## src/mfnw_pkg.sv

```systemverilog
// ----------------------------------------------------------------------------
// mfnw_pkg
// shared widths, constants, the request beat type and the queue status type of the nack window unit
// ----------------------------------------------------------------------------
`default_nettype none

package mfnw_pkg;

	localparam int unsigned IDX_W   = 16;
	localparam int unsigned TAG_W   = 64;
	localparam int unsigned MASK_W  = 64;

	// slots left past the scan point above which a full window stops the scan
	localparam logic [IDX_W:0] STOP_MARGIN = (IDX_W+1)'(128);

	// depth of the queue between scanner and output side
	localparam int unsigned QDEPTH  = 2;
	localparam int unsigned QPTR_W  = $clog2(QDEPTH);
	localparam int unsigned QCNT_W  = $clog2(QDEPTH + 1);

	typedef struct packed {
		logic [MASK_W-1:0] missing_mask;
		logic [IDX_W-1:0]  window_start;
		logic [TAG_W-1:0]  message_tag_out;
	} req_t;

	typedef struct packed {
		logic [QCNT_W-1:0] count;
		logic              full;
	} qstat_t;

endpackage

`default_nettype wire

```

## src/mfnw_scan.sv

```systemverilog
// ----------------------------------------------------------------------------
// mfnw_scan
// front part: walks the fragment slots, builds windows, raises requests
// ----------------------------------------------------------------------------
`default_nettype none

module mfnw_scan #(
	parameter int unsigned WINDOW_BITS = 64
) (
	input  wire logic                       clk,
	input  wire logic                       arst_n,
	input  wire logic                       take,
	input  wire logic                       present,
	input  wire logic                       first_slot,
	input  wire logic [mfnw_pkg::IDX_W-1:0] total_fragments,
	input  wire logic [mfnw_pkg::IDX_W-1:0] highest_received,
	input  wire logic [mfnw_pkg::TAG_W-1:0] message_tag,
	output logic                            push,
	output mfnw_pkg::req_t                  req
);

	localparam int unsigned BIT_W = $clog2(WINDOW_BITS);
	localparam logic [BIT_W-1:0] LAST_BIT = BIT_W'(WINDOW_BITS - 1);

	logic [mfnw_pkg::IDX_W-1:0] pos_q, origin_q;
	logic [BIT_W-1:0]           bit_q;
	logic                       open_q, stopped_q;
	logic [WINDOW_BITS-1:0]     bits_q;

	// state as seen by this beat (a new message starts from reset values)
	logic [mfnw_pkg::IDX_W-1:0] pos_c, origin_c;
	logic [BIT_W-1:0]           bit_c;
	logic                       open_c, stopped_c;
	logic [WINDOW_BITS-1:0]     bits_c;

	logic                       skip, full, stop, emit;
	logic [mfnw_pkg::IDX_W-1:0] pos_n, origin_n;
	logic [WINDOW_BITS-1:0]     bits_n;
	logic                       open_n;
	logic [mfnw_pkg::IDX_W:0]   remain;

	always_comb begin
		pos_c     = first_slot ? '0 : pos_q;
		origin_c  = first_slot ? '0 : origin_q;
		bit_c     = first_slot ? '0 : bit_q;
		open_c    = first_slot ? 1'b0 : open_q;
		stopped_c = first_slot ? 1'b0 : stopped_q;
		bits_c    = first_slot ? '0 : bits_q;

		skip     = stopped_c || (pos_c >= total_fragments);
		open_n   = open_c || !present;
		origin_n = open_c ? origin_c : pos_c;
		bits_n   = (open_c ? bits_c : '0)
			| (present ? '0 : (WINDOW_BITS'(1) << bit_c));
		pos_n    = pos_c + 1'b1;
		full     = open_n && (bit_c == LAST_BIT);
		remain   = {1'b0, total_fragments} - {1'b0, pos_c};
		stop     = full && (pos_c > highest_received) && (remain > mfnw_pkg::STOP_MARGIN);
		emit     = !skip && (full || (open_n && (pos_n == total_fragments)));
	end

	assign push                = take && emit;
	assign req.message_tag_out = message_tag;
	assign req.window_start    = origin_n;
	assign req.missing_mask    = mfnw_pkg::MASK_W'(bits_n);

	always_ff @(posedge clk or negedge arst_n) begin
		if (!arst_n) begin
			pos_q     <= '0;
			origin_q  <= '0;
			bit_q     <= '0;
			open_q    <= 1'b0;
			stopped_q <= 1'b0;
			bits_q    <= '0;
		end else if (take) begin
			if (skip) begin
				// ignored slot; a new-message beat still clears state
				pos_q     <= pos_c;
				origin_q  <= origin_c;
				bit_q     <= bit_c;
				open_q    <= open_c;
				stopped_q <= stopped_c;
				bits_q    <= bits_c;
			end else begin
				pos_q     <= pos_n;
				origin_q  <= origin_n;
				stopped_q <= stop;
				if (emit) begin
					open_q <= 1'b0;
					bit_q  <= '0;
					bits_q <= '0;
				end else begin
					open_q <= open_n;
					bits_q <= bits_n;
					bit_q  <= open_n ? bit_c + 1'b1 : bit_c;
				end
			end
		end
	end

endmodule

`default_nettype wire

```

## src/mfnw_queue.sv

```systemverilog
// ----------------------------------------------------------------------------
// mfnw_queue
// back part: short request queue with the master-side stream handshake
// ----------------------------------------------------------------------------
`default_nettype none

module mfnw_queue (
	input  wire logic           clk,
	input  wire logic           arst_n,
	input  wire logic           push,
	input  wire mfnw_pkg::req_t wr_req,
	output logic                out_valid,
	input  wire logic           out_ready,
	output mfnw_pkg::req_t      rd_req,
	output mfnw_pkg::qstat_t    stat
);

	mfnw_pkg::req_t                 mem [mfnw_pkg::QDEPTH];
	logic [mfnw_pkg::QPTR_W-1:0]    wr_ptr_q, rd_ptr_q;
	logic [mfnw_pkg::QCNT_W-1:0]    count_q;
	logic                           pop;

	assign pop        = out_valid && out_ready;
	assign out_valid  = (count_q != '0);
	assign rd_req     = mem[rd_ptr_q];
	assign stat.count = count_q;
	assign stat.full  = (count_q == mfnw_pkg::QCNT_W'(mfnw_pkg::QDEPTH));

	always_ff @(posedge clk) begin
		if (push) begin
			mem[wr_ptr_q] <= wr_req;
		end
	end

	always_ff @(posedge clk or negedge arst_n) begin
		if (!arst_n) begin
			wr_ptr_q <= '0;
			rd_ptr_q <= '0;
			count_q  <= '0;
		end else begin
			if (push) begin
				wr_ptr_q <= wr_ptr_q + 1'b1;
			end
			if (pop) begin
				rd_ptr_q <= rd_ptr_q + 1'b1;
			end
			if (push && !pop) begin
				count_q <= count_q + 1'b1;
			end else if (pop && !push) begin
				count_q <= count_q - 1'b1;
			end
		end
	end

endmodule

`default_nettype wire

```

## src/missing_fragment_nack_windows_unit.sv

```systemverilog
// ----------------------------------------------------------------------------
// missing_fragment_nack_windows_unit
// selective nack window builder for fragmented messages
// ----------------------------------------------------------------------------
// One beat per fragment slot, in slot order, is taken in every cycle while
// s_tready is high. The first missing slot opens a window of WINDOW_BITS
// slots; when the window is full, or at the last slot of the message, a
// request beat with the message tag, the window start and the missing mask
// is raised. A beat with first_slot set restarts the scan; once a window
// fills past the highest received index with more than 128 slots left, the
// rest of the message is ignored. The scanner settles each slot in the cycle
// it is taken, so the sustained rate is one slot per cycle while s_tready
// is high. Requests wait in a two-entry queue that feeds the master side,
// and s_tready drops only while that queue is full.
// ----------------------------------------------------------------------------
`default_nettype none

module missing_fragment_nack_windows_unit #(
	parameter int unsigned WINDOW_BITS = 64
) (
	input  wire logic         clk,
	input  wire logic         arst_n,
	// slot beats
	input  wire logic         s_tvalid,
	output logic              s_tready,
	// present[0], total_fragments[16:1], highest_received[32:17],
	// message_tag[96:33], zero fill to 104 bits
	input  wire logic [103:0] s_tdata,
	// first_slot[0]
	input  wire logic         s_tuser,
	// request beats
	output logic              m_tvalid,
	input  wire logic         m_tready,
	// message_tag_out[63:0], window_start[79:64], missing_mask[143:80]
	output logic [143:0]      m_tdata
);

	logic             take;
	logic             push;
	mfnw_pkg::req_t   scan_req;
	mfnw_pkg::req_t   out_req;
	mfnw_pkg::qstat_t qstat;

	// a valid slot is taken whenever the queue has room for a possible request
	assign s_tready = !qstat.full;
	assign take     = s_tvalid && s_tready;

	// front: per-slot window bookkeeping
	mfnw_scan #(
		.WINDOW_BITS(WINDOW_BITS)
	) u_scan (
		.clk             (clk),
		.arst_n          (arst_n),
		.take            (take),
		.present         (s_tdata[0]),
		.first_slot      (s_tuser),
		.total_fragments (s_tdata[16:1]),
		.highest_received(s_tdata[32:17]),
		.message_tag     (s_tdata[96:33]),
		.push            (push),
		.req             (scan_req)
	);

	// back: request queue feeding the master side
	mfnw_queue u_queue (
		.clk      (clk),
		.arst_n   (arst_n),
		.push     (push),
		.wr_req   (scan_req),
		.out_valid(m_tvalid),
		.out_ready(m_tready),
		.rd_req   (out_req),
		.stat     (qstat)
	);

	// pack the request beat, first field lowest
	assign m_tdata = {out_req.missing_mask, out_req.window_start, out_req.message_tag_out};

	// a request is never raised into a full queue
	a_no_overflow: assert property (@(posedge clk) disable iff (!arst_n)
		push |-> !qstat.full)
		else $error("request pushed into full queue");

	// every window opens on a missing slot, so its first bit is set
	a_mask_origin: assert property (@(posedge clk) disable iff (!arst_n)
		push |-> scan_req.missing_mask[0])
		else $error("request without its opening bit");

	// the queue count stays within its depth
	a_count_range: assert property (@(posedge clk) disable iff (!arst_n)
		qstat.count <= mfnw_pkg::QCNT_W'(mfnw_pkg::QDEPTH))
		else $error("queue count out of range");

	// a push into an empty queue shows on the master side next cycle
	a_push_visible: assert property (@(posedge clk) disable iff (!arst_n)
		(push && !m_tvalid) |=> m_tvalid)
		else $error("pushed request not visible");

endmodule

`default_nettype wire

```

## config.mk

```make
export PLATFORM = sky130hd
export DESIGN_NAME = missing_fragment_nack_windows_unit
export DESIGN_NICKNAME = d
export VERILOG_FILES = /design/src/mfnw_pkg.sv /design/src/mfnw_scan.sv /design/src/mfnw_queue.sv /design/src/missing_fragment_nack_windows_unit.sv
export SDC_FILE = /design/constraint.sdc
export NUM_CORES = 1
export LEC_CHECK = 0
export BUFFER_PORTS_ARGS = -buffer_cell sky130_fd_sc_hd__buf_2
export CAP_MARGIN = 20
export CORE_MARGIN = 1.5
export CORE_UTILIZATION = 45
export CTS_BUF_LIST = sky130_fd_sc_hd__clkbuf_16
export DETAILED_ROUTE_END_ITERATION = 10
export HOLD_SLACK_MARGIN = 0.1
export PLACE_DENSITY = 0.64
export SYNTH_ARGS = -nofsm -noshare
export SYNTH_HDL_FRONTEND = slang
export SYNTH_HIERARCHICAL = 1
export SYNTH_SLANG_ARGS = --single-unit
```

## constraint.sdc

```tcl
create_clock -name clk -period 9.95 [get_ports clk]
set_input_delay 1.4925 -clock clk [delete_from_list [all_inputs] [get_ports clk]]
set_output_delay 1.4925 -clock clk [all_outputs]
set_load 0.05 [all_outputs]
```

==> Word level (Yosys, flattened, before mapping) <==
Memories as Yosys holds them, arrays and structs flattened.
Cells that the tools add are included.
{ "classes": {"shift": 1, "n_reduce_logical": 20, "n_eq_ne": 3, "bitwise": 1, "order_cmp": 3, "mux": 23, "add_sub_neg": 7} }
{ "op_table": {"columns": ["operator", "count"], "rows": [
  ["two-way mux 64 bit", 5],
  ["two-way mux 16 bit", 5],
  ["OR 64 bit", 1],
  ["<< shifter 1 x 6 -> 64 bit, first input constant", 1],
  ["two-way mux 6 bit", 4],
  ["> comparator 17 x 8 -> 1 bit, second input constant", 1],
  ["subtractor 16 x 16 -> 17 bit", 1],
  ["adder 16 x 1 -> 16 bit, second input constant", 1],
  ["equality test 16 bit", 1],
  [">= comparator 16 bit", 1],
  ["> comparator 16 bit", 1],
  ["logical AND 1 bit", 10],
  ["two-way mux 1 bit", 7],
  ["adder 6 x 1 -> 6 bit, second input constant", 1],
  ["equality test 6 bit, second input constant", 1],
  ["logical NOT 1 bit", 5],
  ["two-way mux 2 bit", 2],
  ["nonzero test 2 bit", 2],
  ["logical OR 1 bit", 3],
  ["adder 1 bit, second input constant", 2],
  ["adder 2 x 1 -> 2 bit, second input constant", 1],
  ["equality test 2 bit, second input constant", 1],
  ["subtractor 2 x 1 -> 2 bit, second input constant", 1]
]} }
{ "totals": {"mem_count": 1, "ramBits": 288, "out_inout_bits": 146, "regBits": 108} }
{ "mem_list": {"columns": ["memory", "words", "width", "read_ports", "rd_clocked_by_memory_dff", "wr", "line_no", "rtl"], "rows": [
  ["u_queue.mem", 2, 144, 1, 0, 1, "mfnw_queue.sv:18", "mfnw_pkg::req_t mem [mfnw_pkg::QDEPTH];"]
]} }

==> Logic depth before layout (Yosys ltp) <==
Gate-level depths: netlist of the first run.
{ "depth": {"depth_word": 11, "mapped_depth": 18, "mapped_depth_nobuf": 15} }

==> Modules after synthesis <==
The synthesis of the first run kept the hierarchy.
{ "modules_own_cells": {"columns": ["module", "seq_area_each_um2", "cells_per_inst", "instances", "area_each_um2"], "rows": [
  ["mfnw_queue", 8748.4, 464, 1, 10770.3],
  ["mfnw_scan", 2602.5, 846, 1, 7624.8],
  ["missing_fragment_nack_windows_unit", 0.0, 2, 1, 10.0]
]} }

==> Worst setup path before layout of the first run <==
OpenSTA, ideal clock, no wires.
{ "synth_path": {"path_type": "input to register", "from": "input port s_tuser", "to": "memory u_queue/mem[0][0] (netlist bit), enable pin", "arrival_time_ns": 10.336, "required_ns": 9.283, "setup_slack_ns": -1.053, "path_stages": 14, "n_path_buf": 3, "path_cell_list": "buf_2 buf_2 nor2b_1 inv_1 ha_1 o21ai_1 a22oi_1 a21o_1 o2111ai_1 a21oi_1 clkbuf_1 nand2_1 nor2_1 nor2b_1"} }
{ "synth_between": {"elab_chain_cells": 9, "word_cells_on_any_way": 18, "classes_between": "add/sub: 1; order compare: 1; eq/ne: 2; mux: 6; reduce/logical: 8"} }
{ "synth_lines": {"columns": ["element", "line_no", "rtl"], "rows": [
  ["from (decl)", "missing_fragment_nack_windows_unit.sv:30", "input wire logic s_tuser,"],
  ["two-way mux 16 bit", "mfnw_scan.sv:43", "pos_c = first_slot ? '0 : pos_q;"],
  ["adder 16 x 1 -> 16 bit", "mfnw_scan.sv:55", "pos_n = pos_c + 1'b1;"],
  ["equality test 16 bit", "mfnw_scan.sv:59", "emit = !skip && (full || (open_n && (pos_n == total_fragments)));"],
  ["logical AND 1 bit", "mfnw_scan.sv:59", null],
  ["logical OR 1 bit", "mfnw_scan.sv:59", null],
  ["logical AND 1 bit (*)", "mfnw_scan.sv:59", null],
  ["logical AND 1 bit (*)", "mfnw_scan.sv:62", "assign push = take && emit;"],
  ["via push", "missing_fragment_nack_windows_unit.sv:39", "logic push;"],
  ["two-way mux 1 bit (*)", "mfnw_queue.sv:30", "if (push) begin"],
  ["two-way mux 1 bit (implied by the code) (*)", "mfnw_queue.sv:31", "mem[wr_ptr_q] <= wr_req;"],
  ["to (decl)", "mfnw_queue.sv:18", null]
]} }
Mark *: on every way through the listed nets, which the timed path passes. The rest lies on a longest branch.

==> Worst setup path after layout of the first run <==
{ "layout_path": {"from": "input port s_tuser", "to": "memory u_queue/mem[1][22] (netlist bit), enable pin"} }
The elaborated chain is that of the path after synthesis.

==> metrics.md, run 1 <==
| Metric | Value |
|---|---|
| NetSw | 0.00176 W |
| Pins over their slew limit | 0 |
| Status | complete, no violations |
| Asr flop ratio synth | 27.3% |
| Global-route wire length before repair | 64.3 mm |
| Area taken by multi-input logic gates | 6070 um2 |
| # nets final | 1635 |
| PostCTS Resize Cnt | 0 |
| Worst vdd ir | 0.115 mV |
| Routed Antenna Nets | 0 |
| Synth Cell Area | 18400 um2 |
| Crit path required time | 10.11 ns |
| Ys Warns | 6 |
| Final WS setup | 3.87 ns |
| Worst skew pair latency | 0.54 ns |
| All-Layer GR Usage | 19.8% |
| Final WL | 42.4 mm |
| Vias in the first global route | 11.0k |
| Hold-fix buffers, CTS | 0 |
| Routability cong. | 0.888 |
| Post-CTS setup buffer count | 0 |
| Clock tree root buffer cell | clkbuf_16 |
| Final setup viols | 0 |
| Clk pwr share | 30.4% |
| Leak | 8.71 nW |
| Syn Area/Cell | 14.0 um2 |
| Synthesized Nets | 1461 |
| CP endpoint kind | flop |
| # clock sinks | 396 |
| Area delta synth->final | 13.8% |
| Hold WC Path Type | flop to flop |
| Via/cell ratio | 5.56 |
| Vias | 11.4k |
| Residual DRC | 0 |
| Most used routing layer | met2 |
| Largest net degree at the start of global routing | 120 |
| Reg clk slew, reported paths | 0.05 ns |
| Final min period | 6.08 ns |
| CTS tree | yes |
| Total gr overflow | 0 |
| H-tree levels | 2 |
| Num rows | 73 |
| Dpl ws | 3.31 ns |
| Predominant post-synthesis flop cell | edfxtp_1 |
| CTS Buffer Depth | 3 |
| Share of cells above drive strength 1 | 32.1% |
| Io pins | 255 |
| Avg WL per Cell | 20.8 um |
| TritonRoute pass-1 iters | 5 |
| CTS Buf Count | 41 |
| WHS | 0.486 ns |
| Setup TNS | 0 ns |
| Seq/Total Area, Yosys | 61.7% |
| Fillers | 3413 |
| Die area | 42100 um2 |
| Number of synthesized flops with an enable pin | 288 |
| Least-Margin Pin Slew | 1.15 ns |
| CP arrival | 6.24 ns |
| Met1 usage | 27.4% |
| Max Fclk | 0.164 GHz |
| Hpwl dp | 27.7 mm |
| Port buffer count | 247 |
| Rel. slew slack | 23.2% |
| Die Width | 205 um |
| Final Hold Vio Count | 0 |
| CP Launch Type | input pin |
| Combinational share of power | 30.7% |
| Final Cycle Share | 61.1% |
| RSZ-0062 raised after global routing | no |
| Met2 Resource Use GR | 31.7% |
| PD cells | 235 nW/um2 |
| Die Y-Extent | 205 um |
| Reg area | 11400 um2 |
| Distinct cells, synth | 76 |
| #FFs+latches synth | 396 |
| Met3 usage | 4.02% |
| Initial antenna violation count | 1 |
| Worst Skew | 0.0201 ns |
| Mapped Cells | 1312 |
| Sw frac | 35.6% |
| Worst setup path category | input pin to flop |
| CORE AREA | 40000 um2 |
| Crit Path Max Fanout | 65 |
| Max Cap Viol | 0 |
| Flop pwr share | 38.8% |
| Starting Density | 46.0% |
| Internal | 0.00317 W |
| Initial DRC count | 817 |
==> final cells by class <==
class / instances / share of cell area, %
clock inverters: 32 / 1.17
clock buffers: 43 / 5.14
repair buffers: 261 / 6.48
inverters: 48 / 0.860
diodes: 1 / 0.0120
well taps: 525 / 3.14
flip-flops and latches: 396 / 54.2
multi-input cells: 738 / 29.0
==> final timing paths <==
check,start,end,slack (ns),cells past startpoint
worst max-delay path,s_tuser,u_queue/mem[1][22],3.87,15
worst min-delay path,u_queue/count_q[1],u_queue/count_q[1],0.49,1
worst max register to register,u_scan/pos_q[7],u_queue/mem[1][22],4.78,13
worst min register to register,u_queue/count_q[1],u_queue/count_q[1],0.49,1
max in group asynchronous,arst_n,u_queue/rd_ptr_q,7.59,2
min in group asynchronous,arst_n,u_scan/bits_q[26],0.92,1
==> cell usage after synthesis (all sizes together), types with 4 or more instances <==
cell type	count	area (um2)
a211oi	6	45.0
a21o	5	37.5
a21oi	19	106
a22o	109	955
a31oi	5	31.3
a32o	10	100
and2	7	46.3
and3	8	51.3
buf	101	737
clkbuf	29	109
dfrtp	108	2700
edfxtp	288	8650
ha	40	500
inv	47	176
mux2	145	1820
mux2i	19	190
nand2	94	353
nand2b	16	103
nand3	8	40.0
nand4	15	109
nor2	39	146
nor2b	10	62.6
nor3	15	86.3
nor3b	6	45.0
nor4	5	50.1
o211ai	6	45.0
o21a	6	45.0
o21ai	53	265
o21bai	4	30.0
o311ai	6	52.6
or3	6	37.5
xnor2	19	166
xor2	11	96.3
==> registers in the layout (all words and copies together) (netlist names) <==
register          flops
u_scan/bit_q          6
u_queue/mem         288
u_queue/count_q       2
u_scan/bits_q        64
u_queue/rd_ptr_q      1
u_scan/stopped_q      1
u_scan/pos_q         16
u_scan/origin_q      16
u_queue/wr_ptr_q      1
u_scan/open_q         1
==> worst max-delay path: stages <==
cell	delay (ns)
buf_2	0.21
buf_4	0.30
nor2b_1	0.43
inv_1	0.09
ha_1	0.36
nand2_1	0.06
o21ai_0	0.31
or4_1	0.20
o2111ai_1	0.16
a21oi_1	0.18
buf_4	0.30
nand2_1	0.15
nor2_1	0.34
and2_4	0.85
buf_4	0.67
==> cells in the final DEF (no fill, tap or decap), types with 39 or more instances in the layout <==
cell type	n
buf_2	246
dfrtp_1	107
inv_1	53
mux2_2	95
o21ai_0	50
mux2_4	50
a22o_1	109
nor2_1	39
ha_1	40
nand2_1	94
edfxtp_1	288
clkbuf_16	43
==> power groups by stage <==
stage	registers (W)	clock network [W]	logic, W
global route	0.00192	0.00160	0.00160
CTS	0.00191	0.00154	0.00153
detailed placement	0.00195	0	0.00152
floorplan	0.00187	0	0.00129
global placement	0.00195	0	0.00151
finish	0.00191	0.00150	0.00151
==> routing by layer <==
layer / routed length (um) / share of wire [%]
met5: 0 / 0
met4: 869 / 2.0
met3: 3080 / 7.3
met2: 19700 / 46
met1: 18800 / 44
==> through the flow <==
stage	power (W)	instance area (um2)	util, %	cells
5_1_grt	0.00513	20900	52.3	2043
3_5_place_dp	0.00347	19600	49.0	1968
6_report	0.00493	20900	52.3	2044
2_1_floorplan	0.00316	18400	-	1312
3_3_place_gp	0.00345	19600	49.0	1967
4_1_cts	0.00498	20900	52.3	2043
==> kinds of logic (layout without fill, tap and decap cells) <==
group,Yosys count,in the layout,share of synthesized area (%)
AO/OA/AOI/OAI,256,256,10.6
XOR/XNOR,31,31,1.55
adder cells (fa/ha/maj),40,40,2.72
buffers and inverters,178,384,5.57
flip-flops,396,396,61.7
multiplexers,164,164,10.9
other,0,1,0
AND/OR/NAND/NOR,247,247,6.96
(Power assumes the default switching activity.)
==> run 2, diff against run 1 <==
==> constraint.sdc (replaced) <==
create_clock -name clk -period 5.55 [get_ports clk]
set_input_delay 0.8325 -clock clk [delete_from_list [all_inputs] [get_ports clk]]
set_output_delay 0.8325 -clock clk [all_outputs]
set_load 0.05 [all_outputs]
==> metrics.md, run 2 (synthesis results as in run 1) <==
| Metric | Value |
|---|---|
| Status | complete, no violations |
| Hold-fix buffers, CTS | 0 (unchanged) |
| Hold WC Path Type | input pin to async pin |
| Setup TNS | 0 ns (unchanged) |
| Buffers & Inverters on Critical Path | 3 (-2) |
| Final Hold Vio Count | 0 (unchanged) |
| Num rows | 73 (unchanged) |
| Critical Path, Cell by Cell | buf_2, buf_4, nand2b_1, ha_1, o211ai_1, a21oi_1, o21ba_2, o2111ai_1, a21oi_2, nand2_1, nor2_4, nor2b_4, buf_12 |
| CTS Buf Count | 41 (unchanged) |
| Crit Path Max Fanout | 65 (unchanged) |
| Placed cells | 1975 (+0.36%) |
| Crit path required time | 5.73 ns (-4.38 ns) |
| Largest net degree at the start of global routing | 69 (-43%) |
| Rel. slew slack | 27.3% (+4.0 points) |
| Final WL | 42.2 mm (-0.57%) |
| Routability cong. | 0.873 (-1.7%) |
| Most common cell after layout, fill and taps aside | edfxtp_1 |
| CORE AREA | 40000 um2 (unchanged) |
| Reg clk slew, reported paths | 0.05 ns (about the same) |
| CP Launch Type | input pin |
| Initial antenna violation count | 0 (-1) |
| Max Cap Viol | 0 (unchanged) |
| Clock tree root buffer cell | clkbuf_16 |
| Via/cell ratio | 5.57 (+0.22%) |
| Residual DRC | 0 (unchanged) |
| Global-route wire length before repair | 65.2 mm (+1.4%) |
| Inserted Diodes | 0 (-1) |
| H-tree levels | 2 (unchanged) |
| Area delta synth->final | 14.7% |
| CP endpoint kind | flop |
| Worst vdd ir | 0.210 mV (+82%) |
| Total gr overflow | 0 (unchanged) |
| Slowest stage delay, CP | 0.65 ns (-0.20 ns) |
| Worst Skew | 0.0178 ns (-0.00223 ns) |
| Commonest cells after routing, fill and taps aside | 288 x edfxtp_1, 246 x buf_2, 109 x a22o_1, 107 x dfrtp_1, 95 x mux2_2 |
| Max reg flops | 288 (unchanged) |
| Routed Antenna Nets | 0 (unchanged) |
| Final setup viols | 0 (unchanged) |
| Die Width | 205 um (unchanged) |
| Worst skew pair latency | 0.53 ns (about the same) |
| Io pins | 255 (unchanged) |
| CP delay by family, top | compound AO/OA/AOI/OAI gates |
| All-Layer GR Usage | 20.0% (+0.16 points) |
| RSZ-0062 raised after global routing | no |
| Vias in the first global route | 11.3k (+2.6%) |
| Avg WL per Cell | 20.6 um (-0.86%) |
| Share of cells above drive strength 1 | 32.9% (+0.77 points) |
| Slowest-stage cell, CP | a21oi_2 |
| Die Y-Extent | 205 um (unchanged) |
| # nets final | 1642 (+0.43%) |
| Final Cycle Share | 81.2% |
| Hpwl dp | 28.3 mm (+2.2%) |
| Vias | 11.4k (+0.52%) |
| Top reg by flops | u_queue/mem |
| Max Fclk | 0.222 GHz |
| PD cells | 419 nW/um2 (+78%) |
| Top Registers | u_queue/mem: 288 flops, u_scan/bits_q: 64 flops |
| # clock sinks | 396 (unchanged) |
| Initial DRC count | 866 (+6.0%) |
| Post-CTS setup buffer count | 0 (unchanged) |
| Final cell count without fillers | 2050 (+0.29%) |
| Leak | 8.79 nW (+0.96%) |
| Starting Density | 46.0% (unchanged) |
| Pins over their slew limit | 0 (unchanged) |
| Port buffer count | 247 (unchanged) |
| Final min period | 4.51 ns |
| Die area | 42100 um2 (unchanged) |
| CTS Buffer Depth | 3 (unchanged) |
| PostCTS Resize Cnt | 0 (unchanged) |
| WHS | 0.419 ns (-0.0665 ns) |
| Least-Margin Pin Slew | 1.08 ns (-0.0662 ns) |
| Worst setup path category | input pin to flop |
| CTS tree | yes |
| TritonRoute pass-1 iters | 5 (unchanged) |
| CP arrival | 4.69 ns (-1.55 ns) |
-- run 2: changes by cell type in the layout (fill, tap and decap cells not counted), moves of 2 or more --
cell | before | now
clkinv_1 | 10 | 5
ha_1 | 40 | 37
nor2_1 | 39 | 37
clkinv_2 | 9 | 7
buf_12 | 1 | 6
nor2b_1 | 8 | 6
ha_4 | 0 | 2
buf_4 | 14 | 16
inv_1 | 53 | 59
-- run 2: path summary, 6_finish.rpt --
check / startpoint / end / slack, ns / cells past startpoint
setup / recovery: s_tuser / u_queue/mem[0][140] / 1.04 / 13
hold / removal: arst_n / u_scan/pos_q[12] / 0.42 / 1
setup reg to reg: u_scan/pos_q[7] / u_queue/mem[0][140] / 1.39 / 11
hold reg to reg: u_scan/bits_q[55] / u_scan/bits_q[55] / 0.50 / 1
max in group asynchronous: arst_n / u_scan/bits_q[50] / 4.00 / 2
min in group clk: s_tdata[79] / u_queue/mem[1][46] / 0.49 / 1
-- run 2: cell type report --
class | count | area (um2)
timing repair buffer | 268 | 1470
fill | 3371 | 18900
inverter | 48 | 180
clock buffer | 43 | 1080
sequential | 396 | 11400
clock inverter | 32 | 250
multi-input combinational | 738 | 6120
tap | 525 | 657
-- run 2: per-layer routing --
metal / routed length [um] / track usage, % / vias to the layer above
li1: - / - / 5277
met1: 19400 / 28.8 / 5698
met2: 19200 / 31.2 / 391
met3: 2820 / 3.61 / 61
met4: 752 / 5.06 / 0
met5: 0 / 0 / -
-- run 2: through the flow --
step	util, %	total power (W)	cell area, um2	setup WS, ns
5_1_grt	52.8	0.00920	21100	0.812
3_3_place_gp	49.4	0.00623	19800	0.511
2_1_floorplan	-	0.00567	18500	0.00508
6_report	52.8	0.00885	21100	1.04
4_1_cts	52.8	0.00894	21100	1.11
3_5_place_dp	49.5	0.00624	19800	0.557
-- run 2: report_power, final --
group	total [W]	switching (W)	internal [W]	leakage, nW
Clock	0.00268	0.00110	0.00158	0.707
Sequential	0.00348	0.000227	0.00325	4.29
Combinational	0.00269	0.00182	0.000874	3.79
==> run 3, diff against run 2 <==
--- a/config.mk
+++ b/config.mk
@@ -5,6 +5,7 @@
 export SDC_FILE = /design/constraint.sdc
 export NUM_CORES = 1
 export LEC_CHECK = 0
+export ABC_AREA = 1
 export BUFFER_PORTS_ARGS = -buffer_cell sky130_fd_sc_hd__buf_2
 export CAP_MARGIN = 20
 export CORE_MARGIN = 1.5
@@ -12,7 +13,7 @@
 export CTS_BUF_LIST = sky130_fd_sc_hd__clkbuf_16
 export DETAILED_ROUTE_END_ITERATION = 10
 export HOLD_SLACK_MARGIN = 0.1
-export PLACE_DENSITY = 0.64
+export PLACE_DENSITY = 0.62
 export SYNTH_ARGS = -nofsm -noshare
 export SYNTH_HDL_FRONTEND = slang
 export SYNTH_HIERARCHICAL = 1
==> constraint.sdc (replaced) <==
create_clock -name clk -period 4.2 [get_ports clk]
set_input_delay 0.63 -clock clk [delete_from_list [all_inputs] [get_ports clk]]
set_output_delay 0.63 -clock clk [all_outputs]
set_load 0.05 [all_outputs]
==> metrics.md, run 3 <==
| Metric | Value |
|---|---|
| Die Width | 213 um (+4.0%) |
| Global-route wire length before repair | 79.8 mm (+22%) |
| Predominant post-synthesis flop cell | edfxtp_1 |
| Worst r2r src | u_scan/pos_q[13] |
| Routability cong. | 0.901 (+3.2%) |
| Flop pwr share | 33.1% (-6.2 points) |
| # clock sinks | 396 (unchanged) |
| #FFs+latches synth | 396 (unchanged) |
| All-Layer GR Usage | 22.4% (+2.4 points) |
| Critical R2R Capture | u_queue/mem[0][44] |
| Reg clk slew, reported paths | 0.06 ns (about the same) |
| WHS | 0.132 ns (-0.287 ns) |
| Leak | 10.6 nW (+21%) |
| Final Cycle Share | 80.6% |
| Total gr overflow | 0 (unchanged) |
| Initial antenna violation count | 3 (+3) |
| Post-synth top cells | 904 x nand2_1, 288 x edfxtp_1, 176 x inv_1, 156 x nand3_1, 141 x o21ai_0 |
| Largest net degree at the start of global routing | 162 (+130%) |
| Internal | 0.00834 W (+46%) |
| Max Cap Viol | 0 (unchanged) |
| CTS Buf Count | 43 (+4.9%) |
| Clock tree root buffer cell | clkbuf_16 |
| Final Power | 0.0149 W (+68%) |
| Final setup viols | 0 (unchanged) |
| Commonest cells after routing, fill and taps aside | 901 x nand2_1, 288 x edfxtp_1, 246 x buf_2, 181 x inv_1, 155 x nand3_1 |
| Final WL | 51.5 mm (+22%) |
| Rel. slew slack | 29.9% (+2.6 points) |
| Synthesized Nets | 2408 (+65%) |
| Final min period | 3.39 ns |
| # nets final | 2561 (+56%) |
| Most common cell after layout, fill and taps aside | nand2_1 |
| Mapped Cells | 2259 (+72%) |
| Number of synthesized flops with an enable pin | 288 (unchanged) |
| Die area | 45600 um2 (+8.2%) |
| Final Hold Vio Count | 0 (unchanged) |
| FF-to-FF setup slack | 0.81 ns (-0.58 ns) |
| Max reg flops | 288 (unchanged) |
| TritonRoute pass-1 iters | 6 (+1) |
| Crit Path Max Fanout | 58 (-11%) |
| Register-to-Register Path Depth | 17 (+6) |
| Initial DRC count | 1636 (+89%) |
| Residual DRC | 0 (unchanged) |
| Largest cells by area after synthesis | edfxtp_1 43%, nand2_1 17%, dfrtp_1 14% |
| Worst vdd ir | 0.461 mV (+120%) |
| Status | complete, no violations |
| Hold-fix buffers, CTS | 0 (unchanged) |
| Num rows | 76 (+4.1%) |
| Starting Density | 46.0% (about the same) |
| Least-Margin Pin Slew | 1.05 ns (-0.0314 ns) |
| Asr flop ratio synth | 27.3% (unchanged) |
| CORE AREA | 43400 um2 (+8.4%) |
| Vias | 15.8k (+38%) |
| Post-CTS setup buffer count | 0 (unchanged) |
| Via/cell ratio | 5.21 (-6.5%) |
| Area share of the largest cell type after synthesis | 43.4% (-3.6 points) |
| RSZ-0062 raised after global routing | no |
| Clk pwr share | 24.8% (-5.5 points) |
| Worst skew pair latency | 0.56 ns (+0.03 ns) |
| Worst setup path category | flop to flop |
| Worst Skew | 0.0131 ns (-0.00477 ns) |
| Count leader, synth | nand2_1 |
| Hold WC Path Type | input pin to async pin |
| Port buffer count | 247 (unchanged) |
| Syn Area/Cell | 8.82 um2 (-37%) |
| CTS tree | yes |
| Top reg by flops | u_queue/mem |
| Ys Warns | 6 (unchanged) |
| Share of cells above drive strength 1 | 15.5% (-17 points) |
| CP endpoint kind | flop |
| Pins over their slew limit | 0 (unchanged) |
| CP arrival | 3.59 ns (-1.10 ns) |
| Dominant cell type by area after synthesis | edfxtp_1 |
| Top Registers | u_queue/mem: 288 flops, u_scan/bits_q: 64 flops |
| CP Launch Type | flop |
| Io pins | 255 (unchanged) |
| PD cells | 650 nW/um2 (+55%) |
| H-tree levels | 2 (unchanged) |
| Critical Path Start | u_scan/pos_q[13] |
| Die Y-Extent | 213 um (+4.0%) |
| Area delta synth->final | 14.7% (about the same) |
| Combinational share of power | 42.1% (+12 points) |
| Max Fclk | 0.295 GHz |
| Sw frac | 43.9% (+8.4 points) |
| Avg WL per Cell | 17.0 um (-17%) |
| Vias in the first global route | 14.6k (+29%) |
| CTS Buffer Depth | 3 (unchanged) |
| NetSw | 0.00654 W (+110%) |
| Crit path required time | 4.41 ns (-1.32 ns) |
| Distinct cells, synth | 37 (-51%) |
| Synth Cell Area | 19900 um2 (+8.3%) |
| Seq/Total Area, Yosys | 57.0% (-4.7 points) |
| Hpwl dp | 34.4 mm (+22%) |
| PostCTS Resize Cnt | 0 (unchanged) |
| Routed Antenna Nets | 0 (unchanged) |
-- run 3: changes by cell type after synthesis, moves of 15 or more --
cell      before  now
a21oi_1       18   46
a22o_1       109    0
clkbuf_1      29   53
inv_1         45  176
mux2_2        95    0
mux2_4        50    0
mux2i_1       19    0
nand2_1       94  904
nand2b_1      15    0
nand3_1        8  156
nor2_1        39   68
o21ai_0       50  141
o22ai_1        1   68
-- run 3: final cells by class --
cell class              count  area, um2
fillers                  4001      20500
flip-flops and latches    396      11400
multi-input cells        1501       6930
repair buffers            287       1760
clock buffers              45       1130
well taps                 585        732
inverters                 183        711
clock inverters            31        245
diodes                      3       7.51
-- run 3: power groups by stage --
stage,Clock (W),Sequential (W),Combinational [W]
CTS,0.00378,0.00492,0.00631
detailed placement,0,0.00499,0.00629
floorplan,0,0.00493,0.00480
global placement,0,0.00498,0.00617
finish,0.00369,0.00493,0.00626
global route,0.00393,0.00497,0.00689
-- run 3: logic make-up (layout without fill, tap and decap cells) --
| kind of cell | count (synthesis) | after routing | share of synthesized area [%] |
|---|---|---|---|
| AOI/OAI and AO/OA | 280 | 280 | 7.73 |
| buffers and inverters | 362 | 546 | 8.66 |
| other | 0 | 3 | 0 |
| DFF | 396 | 396 | 57.0 |
| xor gates and xnor gates | 14 | 14 | 0.691 |
| and+or+nand+nor | 1167 | 1167 | 23.4 |
| adders and majority gates | 40 | 40 | 2.51 |
-- run 3: routing by layer --
layer | share of wire, % | global-route usage (%) | wire length [um] | vias to the layer above
met5 | 0 | 0 | 0 | -
met1 | 45 | 31.5 | 23300 | 7475
met2 | 45 | 35.0 | 23300 | 538
met4 | 2.5 | 7.58 | 1310 | 0
met3 | 7.1 | 4.12 | 3670 | 83
li1 | - | - | - | 7705
-- run 3: worst max path at each step --
stage                    endpoint  slack, ns  cells past startpoint
6_report       u_queue/mem[0][44]       0.81                     17
5_1_grt        u_queue/mem[0][44]       0.54                     17
4_1_cts        u_queue/mem[0][93]       0.85                     17
3_5_place_dp   u_queue/mem[0][93]       0.28                     18
3_3_place_gp   u_queue/mem[0][93]       0.28                     18
2_1_floorplan   u_queue/mem[0][0]       -1.0                     22
-- run 3: metrics by stage --
| stage | setup slack, ns | cells | TNS, ns | utilization [%] | cell area [um2] |
|---|---|---|---|---|---|
| 6_report | 0.815 | 3031 | 0 | 52.7 | 22900 |
| 5_1_grt | 0.536 | 3029 | 0 | 52.7 | 22900 |
| 4_1_cts | 0.852 | 3028 | 0 | 52.7 | 22900 |
| 3_5_place_dp | 0.282 | 2952 | 0 | 49.6 | 21500 |
| 3_3_place_gp | 0.281 | 2952 | 0 | 49.6 | 21500 |
| 2_1_floorplan | -0.998 | 2259 | -274.58 | - | 20000 |
-- run 3: critical path, stage by stage (launching register included) --
cell      delay [ns]
dfrtp_1         0.35
inv_1           0.07
nor2_1          0.27
inv_1           0.19
ha_1            0.45
nand2_1         0.10
nor3_1          0.23
nand2_1         0.09
inv_1           0.09
nand2_1         0.07
nand2_1         0.13
nand2_4         0.09
clkinv_2        0.09
nand2_4         0.06
nor2_4          0.15
inv_2           0.06
nor2_4          0.16
buf_12          0.33
